===== src/hw/rtl/first_fit_heap_allocator_core_assert.svh =====
// Assertion macros for the first-fit heap allocator core.
// Used by the modules that check their own control logic; needs clk and rst in scope.
`ifndef FIRST_FIT_HEAP_ALLOCATOR_CORE_ASSERT_SVH
`define FIRST_FIT_HEAP_ALLOCATOR_CORE_ASSERT_SVH

// same-cycle implication
`define FFHA_AT_ONCE(lbl, ante, cons) \
  lbl: assert property (@(posedge clk) disable iff (rst) (ante) |-> (cons)) \
    else $error("ffha check failed");

// next-cycle implication
`define FFHA_NEXT(lbl, ante, cons) \
  lbl: assert property (@(posedge clk) disable iff (rst) (ante) |=> (cons)) \
    else $error("ffha check failed");

`endif


===== src/hw/rtl/ffha_pkg.sv =====
// Shared constants, types and state codes of the first-fit heap allocator.
// No dependencies; imported by every module of the block.
package ffha_pkg;

  localparam int unsigned REGION_BYTES_MAX = 65536;
  localparam int unsigned HEADER_BYTES     = 4;
  localparam int unsigned NODE_BYTES       = 8;

  localparam int unsigned ADDR_W = 16;
  localparam int unsigned CFG_W  = 17;
  localparam int unsigned WORD_W = 32;
  localparam int unsigned FA_W   = 20;
  localparam int unsigned LEN_W  = 17;
  localparam int unsigned CUR_W  = 18;

  localparam logic [1:0] ACT_ALLOC   = 2'd0;
  localparam logic [1:0] ACT_RELEASE = 2'd1;
  localparam logic [1:0] ACT_QUERY   = 2'd2;

  localparam logic [LEN_W-1:0] LEN_BYTE = LEN_W'(1);
  localparam logic [LEN_W-1:0] LEN_WORD = LEN_W'(HEADER_BYTES);
  localparam logic [LEN_W-1:0] LEN_ALL  = LEN_W'(REGION_BYTES_MAX);

  typedef enum logic [1:0] {
    FOP_RD,
    FOP_WR,
    FOP_CLR
  } fop_t;

  typedef struct packed {
    logic              go;
    fop_t              op;
    logic [FA_W-1:0]   addr;
    logic [LEN_W-1:0]  len;
    logic [WORD_W-1:0] wdata;
  } fu_req_t;

  typedef struct packed {
    logic              busy;
    logic              done;
    logic [WORD_W-1:0] rdata;
  } fu_rsp_t;

  typedef struct packed {
    logic              we;
    logic              re;
    logic [ADDR_W-1:0] addr;
    logic [7:0]        wdata;
  } ram_req_t;

  typedef enum logic [5:0] {
    S_IDLE, S_CLEAR, S_INIT,
    S_ASTART, S_ARSZ, S_ARLK, S_ACHK, S_AS1, S_AS2, S_AS3, S_AS4, S_AMARK,
    S_AREM, S_AT1, S_AT2, S_AT3, S_ALINK, S_APREV,
    S_LMARK,
    S_RWCHK, S_RWLINK, S_RSETLK, S_RPSZ, S_RNSZ, S_RPWSZ, S_RPLINK,
    S_RTAIL, S_RTPSZ, S_RTCLK, S_RTWLK, S_RTPSZ2, S_RTCSZ, S_RTWSZ,
    S_QSZ,
    S_DONE
  } ctl_state_t;

endpackage


===== src/hw/rtl/ffha_field.sv =====
// Field access unit: reads or writes big-endian multi-byte fields, one byte a cycle,
// and sweeps the region to zero. Depends on ffha_pkg; drives ffha_ram.
module ffha_field import ffha_pkg::*; (
  input  logic       clk,
  input  logic       rst,
  input  fu_req_t    req,
  output fu_rsp_t    rsp,
  output ram_req_t   ram,
  input  logic [7:0] ram_rdata
);

  logic              busy;
  fop_t              op;
  logic [FA_W-1:0]   addr;
  logic [LEN_W-1:0]  cnt;
  logic [WORD_W-1:0] shreg;
  logic [WORD_W-1:0] acc;
  logic              pend;
  logic              pend_in;
  logic              issue;
  logic              in_rng;

  always_comb begin
    issue     = busy && (cnt != '0);
    in_rng    = (addr[FA_W-1:ADDR_W] == '0);
    ram.addr  = addr[ADDR_W-1:0];
    ram.we    = issue && (op != FOP_RD) && in_rng;
    ram.re    = issue && (op == FOP_RD) && in_rng;
    ram.wdata = shreg[WORD_W-1:WORD_W-8];
    rsp.busy  = busy;
    rsp.done  = busy && (cnt == '0) && !pend;
    rsp.rdata = acc;
  end

  always_ff @(posedge clk) begin
    if (rst) begin
      busy <= 1'b0;
      pend <= 1'b0;
    end else begin
      pend <= issue && (op == FOP_RD);
      if (!busy && req.go) begin
        busy <= 1'b1;
      end else if (rsp.done) begin
        busy <= 1'b0;
      end
    end
  end

  always_ff @(posedge clk) begin
    pend_in <= in_rng;
    if (!busy && req.go) begin
      op   <= req.op;
      addr <= req.addr;
      cnt  <= req.len;
      acc  <= '0;
      if (req.op == FOP_WR) begin
        shreg <= (req.len == LEN_BYTE) ? {req.wdata[7:0], 24'h0} : req.wdata;
      end else begin
        shreg <= '0;
      end
    end else begin
      if (issue) begin
        addr  <= addr + FA_W'(1);
        cnt   <= cnt - LEN_W'(1);
        shreg <= {shreg[WORD_W-9:0], 8'h0};
      end
      if (pend) begin
        acc <= {acc[WORD_W-9:0], (pend_in ? ram_rdata : 8'h0)};
      end
    end
  end

endmodule


===== config.mk =====
export PLATFORM = sky130hd
export DESIGN_NAME = ffha_field
export DESIGN_NICKNAME = d
export VERILOG_FILES = /design/src/hw/rtl/first_fit_heap_allocator_core_assert.svh /design/src/hw/rtl/ffha_pkg.sv /design/src/hw/rtl/ffha_field.sv
export SDC_FILE = /design/constraint.sdc
export NUM_CORES = 1
export LEC_CHECK = 0
export BUFFER_PORTS_ARGS = -buffer_cell sky130_fd_sc_hd__buf_2
export CORE_MARGIN = 4
export CORE_UTILIZATION = 42
export CTS_CLUSTER_SIZE = 16
export DETAILED_ROUTE_END_ITERATION = 8
export GPL_ROUTABILITY_DRIVEN = 0
export GPL_TIMING_DRIVEN = 0
export PLACE_DENSITY = 0.68
export SYNTH_ARGS = -nofsm -noshare
export SYNTH_HDL_FRONTEND = slang
export SYNTH_SLANG_ARGS = --single-unit

===== constraint.sdc =====
create_clock -name clk -period 6.9 [get_ports clk]
set_input_delay 0.345 -clock clk [delete_from_list [all_inputs] [get_ports clk]]
set_output_delay 0.345 -clock clk [all_outputs]
set_load 0.05 [all_outputs]

-- Word level (Yosys, flattened, before mapping)
Cells that the tools add are included.
- flip-flop bits (word level): 106
- bits of input ports: 82
- output and inout bits: 60
- reductions and logical operators: 17
- multiplexer cells: 11
- $add $sub $neg: 2
- eq/ne operators: 2
- operator list (kind ; number):
    $mux W32 ; 4
    $mux W20 ; 2
    $mux W17 ; 2
    $add A20 B1 Y20 const B ; 1
    $eq A17 B1 Y1 const B ; 1
    $logic_not A17 Y1 ; 1
    $reduce_bool A17 Y1 ; 1
    $sub A17 B1 Y17 const B ; 1
    $logic_and A1 B1 Y1 ; 8
    $mux W8 ; 1
    $reduce_bool A2 Y1 ; 3
    $logic_not A4 Y1 ; 1
    $eq A2 B1 Y1 const B ; 1
    $logic_not A1 Y1 ; 2
    $logic_not A2 Y1 ; 1
    $mux W1 ; 2

-- Depth between registers and ports, before layout
Gate-level depths: netlist of run 1.
- depth after elaboration: 5
- gate-level depth with buffers: 7

-- Worst setup path after synthesis of run 1
No wires, ideal clock.
- path type: register to register
- start point: register cnt[0]
- end point: register addr[0] (enable)
- slack: 2.525 ns
- cell stages (with the launch flop): 7
- required time: 6.402 ns
- arrival: 3.877 ns
- buffers on the path: 0
- library setup time: 0.498 ns
- period minus slack after synthesis: 4.375 ns
- path through: edfxtp_1 > inv_1 > ha_1 > nor4b_1 > nand4_1 > nor2_1 > nor2_1
- word-level cells in the longest chain between the ends: 3
- RTL lines (item ; line ; source):
    from (decl) ; ffha_field.sv:15 ; logic [LEN_W-1:0] cnt;
    from (signal assigned) ; ffha_field.sv:54 ; cnt <= req.len;
    from (signal assigned) ; ffha_field.sv:64 ; cnt <= cnt - LEN_W'(1);
    $reduce_bool A17 Y1 ; ffha_field.sv:24 ; issue = busy && (cnt != '0);
    $logic_and A1 B1 Y1 ; ffha_field.sv:24 ;
    $reduce_bool A2 Y1 (no line) ; -- ;
    to (signal assigned) ; ffha_field.sv:53 ; addr <= req.addr;
    to (signal assigned) ; ffha_field.sv:63 ; addr <= addr + FA_W'(1);
    to (decl) ; ffha_field.sv:14 ; logic [FA_W-1:0] addr;
Every way passes these cells.
A chain may end at the register's enable or synchronous reset.

==> metrics.yaml, run 1 <==
critical_path:
  max_stage_delay_ns: 0.51
  start_kind: "flop"
  end_kind: "primary output"
  cp_cell_sequence: "inv_1 -> ha_1 -> nor4b_1 -> nand4_1 -> nor3_1 -> buf_2"
  critPathKind: "reg -> out"
  cp.arrival_ns: 2.56
  cp_num_buf_inv: 2
  cp_top_family: "simple AND/OR/NAND/NOR gates"
  rrSetupSlack_ns: 4.33
  path_max_fanout: 4
  critical_path_required_ns: 6.55
  crit_cells: 6
  r2r-start: "cnt[0]$_DFFE_PP_"
  worst_r2r_path_depth: 8
  r2r_end: "cnt[4]$_DFFE_PP_"
  crit_path_top_delay_cell: "nor4b_1"
timing:
  slew_violations: 0
  slew_headroom_pct: 48.6
  finalSetupTns_ns: 0
  holdWs_ns: 0.183
  setup_viol: 0
  period_minus_slack_ns: 2.91
  finalClockSkew_ns: 0.00504
  finalHoldViolCount: 0
  worst_pin_slew_ns: 0.771
  rsz0062_at_grt: "no"
  max_freq_ghz: 0.344
  period_share_pct: 42.1
  layout_setup_ws_ns: 3.99
drt:
  dr.pass1.iters: 4
  viasPerCell: 5.19
  wl_per_cell_um: 15.4
  vias: 4256
  ant_nets: 0
  drc: 0
  wl_mm: 12.7
  drt-initial-drc-count: 217
cells_and_area:
  antennaDiodeCount: 0
  area_growth_pct: 23.9
  nNetsFinal: 731
  utilization_pct: 53.5
  drive_gt1_share_pct: 30.4
  nFillCells: 1103
  fin_cells: 820
  regArea_mm2: 0.00283
  fin_area_mm2: 0.00646
  multi_input_area_mm2: 0.00206
floorplanning:
  start_util_pct: 43.2
  chipHeight_um: 119
  rows: 40
  die_w_um: 119
  io_pins: 142
  coreArea_mm2: 0.0121
  dieArea_mm2: 0.0143
pwr:
  seqPwrFrac_pct: 50.6
  leakagePower_nw: 2.59
  ir_drop_v: 0.000107
  power_mw: 1.56
  p_int_mw: 1.11
  clkPwrFrac_pct: 31.1
  power_frac_comb_pct: 18.3
  power.density_mw_per_mm2: 242
  p_sw_mw: 0.458
  switching_share_pct: 29.3
worst_hold_path:
  min_path_cells: 1
  hold_class: "in -> reg"
  hp-start: "req[69]"
  hold_end: "op[0]$_DFFE_PP_"
clock_tree:
  ctsHoldBuffers: 0
  clk_latency_ns: 0.35
  cts_tree: "done"
  post_cts_buffers: 0
  cts_resized: 0
  clkSlewWorstSetupHoldPaths_ns: 0.07
  cts.sinks: 106
  cts_made_buffers: 9
  h-tree-depth: 3
  cts_buffer_depth: 2
  cts_root_buf: "clkbuf_16"
placement:
  dpl.hpwl_mm: 9.63
  place_ws_ns: 4.40
  dp.cells: 804
  port_buffers: 141
  dpl_cell_area_mm2: 0.00618
global_route:
  grt_pass1_wl_mm: 20.4
  first_global_vias: 4143
  track_usage_pct: 17.7
  overflow: 0
  antenna_found_initial: 0
  grt_max_degree: 34
synth:
  synth-async-reset-ratio_pct: 0
  syn-num-nets: 577
  synth_xor_area_share_pct: 3.86
  synthSimpleGateAreaFrac_pct: 19.2
  ys.flop_type: "edfxtp_1"
  ys_warn_count: 0
  synthMuxAreaShare_pct: 5.18
  ys_seq_elements: 106
  ys_seq_area_share_pct: 54.3
  synth-compound-area-share_pct: 10.7
  syn_inst: 493
  yosysUniqueCellTypes: 46
  postSynthAreaPerCell_um2: 10.6
  synth_edf_count: 71
  synth_top_family_by_area: "simple AND/OR/NAND/NOR gates"
  syn_area_mm2: 0.00521
  synth-adder-area-share_pct: 0.480
job:
  drv_cap: 0
outcome:
  status: "complete, no violations"
## cell usage after synthesis, types with 3 or more instances
cell	n	area (um2)
a21oi_1	13	65.1
nand2_1	49	184
clkbuf_1	21	78.8
edfxtp_1	71	2130
o211ai_1	8	60.1
buf_4	25	188
xnor2_1	19	166
mux2i_1	27	270
nor2b_1	8	50.1
nand3_1	12	60.1
nor3_1	7	35.0
nor2_1	52	195
o21ai_0	27	135
nand4_1	11	68.8
nor4_1	16	100
buf_1	4	15.0
a22o_1	16	140
buf_2	3	15.0
dfxtp_1	35	701
or3_1	5	31.3
inv_1	7	26.3
and2_1	11	68.8
nand3b_1	3	22.5
a31oi_1	5	31.3
a32oi_1	8	70.1
xor2_1	4	35.0
## final cells by class
class                      count  area share [%]
clock inverter                 6           0.795
sequential                   106            43.9
buffer                        53            4.59
clock buffer                  10            3.55
timing repair buffer         143            11.6
inverter                       8           0.465
tap                          168            3.26
multi-input combinational    326            31.9
## cells by family (layout without fill, tap and decap cells)
| family | after synthesis | count (layout) |
|---|---|---|
| adders and majority gates | 2 | 2 |
| muxes | 27 | 27 |
| and+or+nand+nor | 191 | 191 |
| buffers and inverters | 61 | 220 |
| DFF | 106 | 106 |
| AOI/OAI and AO/OA | 83 | 83 |
| xor gates and xnor gates | 23 | 23 |
## layout by cell type (no fill, tap or decap), types with 2 or more instances in the layout
master,netlist,routed
nor2_1,52,51
nand2_1,49,49
ha_1,2,2
nor4_1,16,16
a22o_1,16,16
or4_1,2,2
or3_1,5,5
and2_1,11,11
inv_1,7,7
buf_4,25,25
buf_2,3,144
a32oi_1,8,8
nor3_1,7,7
a31oi_1,5,5
clkbuf_1,21,22
edfxtp_1,71,71
nand4_1,11,11
buf_1,4,4
nor4_2,2,2
xnor2_1,19,19
dfxtp_1,35,35
nor2b_1,8,8
o31ai_1,2,2
xor2_1,4,4
a21oi_1,13,13
buf_12,0,2
o211a_1,2,2
or4_4,2,2
clkbuf_16,0,9
nand3b_1,3,3
nand3_1,12,12
clkinv_4,0,3
mux2i_1,27,27
o211ai_1,8,8
o21ai_0,27,27
## power by group through the flow
stage                     Combinational (mW)  Clock [mW]  Sequential, mW
after floorplan                        0.209           0           0.795
after global placement                 0.278           0           0.805
after detailed placement               0.288           0           0.805
after CTS                              0.289       0.501           0.791
after global routing                   0.312       0.521           0.800
final                                  0.287       0.486           0.791
## worst max-delay path by stage
stage,start,endpoint,slack [ns]
final,cnt[0]$_DFFE_PP_,rsp[32],3.99
after detailed placement,cnt[0]$_DFFE_PP_,shreg[13]$_DFFE_PP_,4.40
after floorplan,cnt[0]$_DFFE_PP_,addr[0]$_DFFE_PP_,2.52
after CTS,cnt[0]$_DFFE_PP_,rsp[32],4.02
after global routing,cnt[0]$_DFFE_PP_,rsp[32],3.92
after global placement,cnt[0]$_DFFE_PP_,shreg[20]$_DFFE_PP_,1.12
## routing by layer
metal | global-route usage (%) | routed length [um]
met5 | 0 | 0
met4 | 6.80 | 224
met3 | 3.51 | 716
met2 | 29.1 | 6010
met1 | 23.1 | 5710
## state kept, by name, summed over array words and instances (netlist names)
register and cells:
cnt 17, op 2, pend_in 1, busy 1
acc 32, pend 1, shreg 32, addr 20
## worst reg2reg max path, cell delays in order, from the launching register on
cell	delay, ns
edfxtp_1	0.43
inv_1	0.09
ha_1	0.22
nor4b_1	0.51
nand4_1	0.31
nor2_1	0.25
nor2_4	0.10
buf_12	0.20
buf_12	0.20
Note: power is estimated with default switching activity, not from simulation.
==> run 2, diff against run 1 <==
clock period = 3 ns   (was 6.9 ns; I/O delays follow)
==> run 2 against run 1 <==
Total power grew 130%. Clock-buffer cell count shrank 1. Clock skew grew 0.0019 ns. Global-route usage is essentially flat.
==> metrics.yaml, run 2 (synthesis gave the netlist of run 1 again) <==
outcome:
  status: "complete, no violations"
pwr:
  leakagePower_nw: 2.61  # +0.63%
  ir_drop_v: 0.000255  # +140%
  power_frac_comb_pct: 18.1  # -0.2 points
  p_sw_mw: 1.10  # +140%
  switching_share_pct: 30.0  # +0.74 points
  p_int_mw: 2.56  # +130%
  power_mw: 3.65  # +130%
  seqPwrFrac_pct: 49.8  # -0.8 points
  clkPwrFrac_pct: 32.1  # +1.0 points
  power.density_mw_per_mm2: 563  # +130%
cells_and_area:
  final_common_cell: "buf_2"
  nNetsFinal: 733  # +0.27%
  drive_gt1_share_pct: 30.4  # +0.060 points
  layout_common_cells: "buf_2, edfxtp_1, nor2_1"
  antennaDiodeCount: 0  # unchanged
  area_growth_pct: 24.5
  biggestRegsByFlops: "acc x32, shreg x32, addr x20"
timing:
  slew_headroom_pct: 48.3  # -0.33 points
  finalClockSkew_ns: 0.00699  # +0.00194 ns
  holdWs_ns: 0.0121  # -0.171 ns
  max_freq_ghz: 0.379
  rsz0062_at_grt: "no"
  worst_pin_slew_ns: 0.776  # +0.00497 ns
  finalHoldViolCount: 0  # unchanged
  period_minus_slack_ns: 2.64
  slew_violations: 0  # unchanged
  layout_setup_ws_ns: 0.363  # -3.63 ns
  period_share_pct: 87.9
  setup_viol: 0  # unchanged
  finalSetupTns_ns: 0  # unchanged
clock_tree:
  h-tree-depth: 3  # unchanged
  cts.sinks: 106  # unchanged
  cts_root_buf: "clkbuf_16"
  cts_buffer_depth: 2  # unchanged
  cts_resized: 0  # unchanged
  post_cts_buffers: 0  # unchanged
  ctsHoldBuffers: 2  # +2
  cts_tree: "done"
  clkSlewWorstSetupHoldPaths_ns: 0.07  # about the same
  cts_made_buffers: 9  # unchanged
  clk_latency_ns: 0.35  # about the same
global_route:
  grt_max_degree: 37  # +8.8%
  track_usage_pct: 17.7  # about the same
  first_global_vias: 4164  # +0.51%
  grt_pass1_wl_mm: 20.4  # +0.30%
  antenna_found_initial: 0  # unchanged
  overflow: 0  # unchanged
job:
  drv_cap: 0  # unchanged
floorplanning:
  die_w_um: 119  # unchanged
  chipHeight_um: 119  # unchanged
  start_util_pct: 43.2  # unchanged
  dieArea_mm2: 0.0143  # unchanged
  io_pins: 142  # unchanged
  rows: 40  # unchanged
  coreArea_mm2: 0.0121  # unchanged
drt:
  wl_mm: 12.8  # +1.2%
  dr.pass1.iters: 4  # unchanged
  ant_nets: 0  # unchanged
  wl_per_cell_um: 15.6  # +0.98%
  drc: 0  # unchanged
  vias: 4238  # -0.42%
  viasPerCell: 5.16  # -0.67%
  drt-initial-drc-count: 367  # +69%
worst_hold_path:
  hp-start: "req[70]"
  hold_end: "op[1]$_DFFE_PP_"
  hold_class: "in -> reg"
  min_path_cells: 1  # unchanged
critical_path:
  end_kind: "primary output"
  cp.arrival_ns: 2.49  # -0.07 ns
  worst_r2r_path_depth: 8  # unchanged
  critical_path_required_ns: 2.85  # -3.70 ns
  path_max_fanout: 4  # unchanged
  r2r-start: "cnt[0]$_DFFE_PP_"
  start_kind: "flop"
  critPathKind: "reg -> out"
  rrSetupSlack_ns: 0.51  # -3.82 ns
  r2r_end: "shreg[30]$_DFFE_PP_"
placement:
  dpl.hpwl_mm: 9.61  # -0.19%
  place_ws_ns: 0.476  # -3.92 ns
  port_buffers: 141  # unchanged
==> run 2: per-stage QoR <==
step / cells / util (%) / area, um2
detailed placement: 804 / 51.2 / 6180
finish: 822 / 53.8 / 6490
global route: 822 / 53.8 / 6490
global placement: 802 / 50.9 / 6140
floorplan: 493 / - / 5220
CTS: 822 / 53.8 / 6490
==> run 2: power groups by stage <==
stage	combinational, mW	clock [mW]	sequential, mW
detailed placement	0.661	0	1.85
global placement	0.642	0	1.85
floorplan	0.481	0	1.82
CTS	0.666	1.18	1.82
global route	0.719	1.24	1.84
finish	0.661	1.17	1.82
==> run 2: how the worst max path moves through the flow <==
| stage | from | endpoint | cells past startpoint |
|---|---|---|---|
| finish | cnt[0]$_DFFE_PP_ | rsp[32] | 6 |
| CTS | cnt[0]$_DFFE_PP_ | rsp[32] | 6 |
| floorplan | addr[18]$_DFFE_PP_ | ram[24] | 2 |
| global route | cnt[0]$_DFFE_PP_ | rsp[32] | 6 |
| detailed placement | cnt[0]$_DFFE_PP_ | shreg[12]$_DFFE_PP_ | 8 |
| global placement | cnt[0]$_DFFE_PP_ | shreg[12]$_DFFE_PP_ | 6 |
==> run 2: critical path: stages, from the launching register on <==
cell and delay, ns:
edfxtp_1 0.44, inv_1 0.08, ha_1 0.21, nor4b_1 0.45, nand4_1 0.29, nor3_1 0.34, buf_2 0.33
==> run 2: layer usage <==
layer / wire length (um) / track usage, %
met5: 0 / 0
met4: 87 / 5.58
met3: 629 / 3.09
met2: 6150 / 29.4
met1: 5950 / 23.6
==> run 2: cell type report <==
class                   instances  area, um2
well taps                     168        210
clock inverters                 7       70.1
fillers                      1084       5570
repair buffers                145        766
plain buffers                  53        297
flip-flops and latches        106       2830
inverters                       8       30.0
multi-input cells             326       2060
clock buffers                   9        225
==> run 3, diff against run 2 <==
clock period = 2.7 ns   (was 3 ns; I/O delays follow)
==> run 3 against run 2 <==
Critical endpoint unchanged. Global-route usage did not move. Total power grew 11%. Highest routed layer unchanged. Routed wire length is 0.23% higher. Largest power group unchanged. Final cell count grew 0.12%. Critical path depth did not move.
==> metrics.yaml, run 3 (synthesis gave the netlist of run 1 again) <==
floorplanning:
  rows: 40  # unchanged
  coreArea_mm2: 0.0121  # unchanged
  die_w_um: 119  # unchanged
  dieArea_mm2: 0.0143  # unchanged
  start_util_pct: 43.2  # unchanged
  chipHeight_um: 119  # unchanged
  io_pins: 142  # unchanged
clock_tree:
  cts_root_buf: "clkbuf_16"
  clkSlewWorstSetupHoldPaths_ns: 0.08  # about the same
  cts_tree: "done"
  clk_latency_ns: 0.35  # about the same
  post_cts_buffers: 0  # unchanged
  cts_buffer_depth: 2  # unchanged
  h-tree-depth: 3  # unchanged
  cts.sinks: 106  # unchanged
  cts_made_buffers: 9  # unchanged
cells_and_area:
  final_common_cell: "buf_2"
  fin_area_mm2: 0.00651  # +0.25%
  utilization_pct: 54.0  # +0.13 points
  biggestRegsByFlops: "acc x32, shreg x32, addr x20"
  area_growth_pct: 24.8
  layout_common_cells: "buf_2, edfxtp_1, nor2_1"
  nFillCells: 1085  # +0.092%
  drive_gt1_share_pct: 30.5  # +0.11 points
  nNetsFinal: 734  # +0.14%
  antennaDiodeCount: 0  # unchanged
critical_path:
  r2r_end: "shreg[30]$_DFFE_PP_"
  critPathKind: "reg -> out"
  r2r-start: "cnt[0]$_DFFE_PP_"
  end_kind: "primary output"
  cp.arrival_ns: 2.33  # -0.16 ns
  crit_cells: 6  # unchanged
  critical_path_required_ns: 2.57  # -0.28 ns
  max_stage_delay_ns: 0.44  # about the same
  start_kind: "flop"
  path_max_fanout: 4  # unchanged
  cp_num_buf_inv: 2  # unchanged
  cp_cell_sequence: "inv_1 -> ha_1 -> nor4b_2 -> nand4_1 -> nor3_1 -> buf_2"
  cp_top_family: "simple AND/OR/NAND/NOR gates"
  rrSetupSlack_ns: 0.38  # -0.13 ns
  crit_path_top_delay_cell: "edfxtp_1"
  worst_r2r_path_depth: 8  # unchanged
timing:
  period_minus_slack_ns: 2.46
  period_share_pct: 91.1
  rsz0062_at_grt: "no"
  setup_viol: 0  # unchanged
  finalClockSkew_ns: 0.00716  # +0.000171 ns
  slew_violations: 0  # unchanged
  finalHoldViolCount: 0  # unchanged
  layout_setup_ws_ns: 0.239  # -0.123 ns
  slew_headroom_pct: 47.8  # -0.53 points
  worst_pin_slew_ns: 0.784  # +0.00802 ns
  max_freq_ghz: 0.406
global_route:
  grt_pass1_wl_mm: 20.4  # about the same
  met2_usage_pct: 29.4  # unchanged
  first_global_vias: 4170  # +0.14%
  grt_max_degree: 37  # unchanged
  met3_usage_pct: 3.09  # unchanged
  track_usage_pct: 17.7  # unchanged
  use_met1_pct: 23.6  # unchanged
  overflow: 0  # unchanged
  antenna_found_initial: 0  # unchanged
  top_usage_layer: "met2"
pwr:
  ir_drop_v: 0.000280  # +9.5%
  power.density_mw_per_mm2: 624  # +11%
  leakagePower_nw: 2.61  # +0.19%
drt:
  dr.pass1.iters: 4  # unchanged
  drc: 0  # unchanged
  drt-initial-drc-count: 335  # -8.7%
  wl_per_cell_um: 15.6  # +0.10%
  vias: 4245  # +0.17%
  wl_mm: 12.8  # +0.23%
  viasPerCell: 5.16  # about the same
  ant_nets: 0  # unchanged
worst_hold_path:
  min_path_cells: 3  # +2
  hp-start: "ram_rdata[6]"
  hold_class: "in -> reg"
  hold_end: "acc[6]$_SDFFE_PP0P_"
job:
  drv_cap: 0  # unchanged
outcome:
  status: "complete, no violations"
placement:
  port_buffers: 141  # unchanged
  place_ws_ns: 0.176  # -0.300 ns
  dpl_cell_area_mm2: 0.00618  # unchanged
  dpl.hpwl_mm: 9.61  # unchanged
## run 3: changes by cell type in the layout (fill, tap and decap cells not counted), sizes merged
cell	previous run	this run
dlygate4sd3	2	3
## run 3: routing by layer
layer | routed length [um] | part of all wire [%]
met1 | 5850 | 46
met2 | 6260 | 49
met3 | 638 | 5.0
met5 | 0 | 0
met4 | 99 | 0.77
## run 3: power breakdown
| part | switching [mW] | internal [mW] | total (mW) |
|---|---|---|---|
| clock | 0.648 | 0.655 | 1.30 |
| combinational | 0.450 | 0.286 | 0.735 |
| sequential | 0.122 | 1.90 | 2.02 |
| total | 1.22 | 2.84 | 4.06 |
## run 3: repair_timing
item	4_1_cts	5_1_grt
hold buffers	3	0
endpoints found under the setup margin	0	37
resized for setup	0	1
hold endpoints to repair	4	0
## run 3: per-stage QoR
step	total power, mW	hold WS (ns)	TNS (ns)	std cells
2_1_floorplan	2.56	0.212	0	493
3_3_place_gp	2.76	0.326	-22.37	802
3_5_place_dp	2.79	0.330	0	804
4_1_cts	4.08	0.00940	0	823
5_1_grt	4.22	0.0169	0	823
6_report	4.06	0.0192	0	823
## run 3: worst reg2reg max path: stages (launching register included)
cell and delay [ns]:
edfxtp_1 0.44, inv_1 0.09, ha_1 0.21, nor4b_2 0.31, nand4_1 0.26, nor2_1 0.24
nor2_4 0.11, buf_12 0.19, buf_12 0.21
## run 3: how the worst max path moves through the flow
stage	from	to	slack, ns
3_3_place_gp	cnt[0]$_DFFE_PP_	shreg[12]$_DFFE_PP_	-0.33
4_1_cts	cnt[0]$_DFFE_PP_	rsp[32]	0.02
2_1_floorplan	addr[18]$_DFFE_PP_	ram[24]	0.09
3_5_place_dp	cnt[0]$_DFFE_PP_	shreg[12]$_DFFE_PP_	0.18
6_report	cnt[0]$_DFFE_PP_	rsp[32]	0.24
5_1_grt	cnt[0]$_DFFE_PP_	rsp[32]	0.03
## run 3: layout make-up
| cell class | instances | area, um2 | area share [%] |
|---|---|---|---|
| inverter | 8 | 30.0 | 0.461 |
| timing repair buffer | 146 | 776 | 11.9 |
| multi-input combinational | 326 | 2070 | 31.8 |
| clock buffer | 9 | 225 | 3.46 |
| buffer | 53 | 297 | 4.56 |
| clock inverter | 7 | 70.1 | 1.08 |
| tap | 168 | 210 | 3.23 |
| sequential | 106 | 2830 | 43.5 |
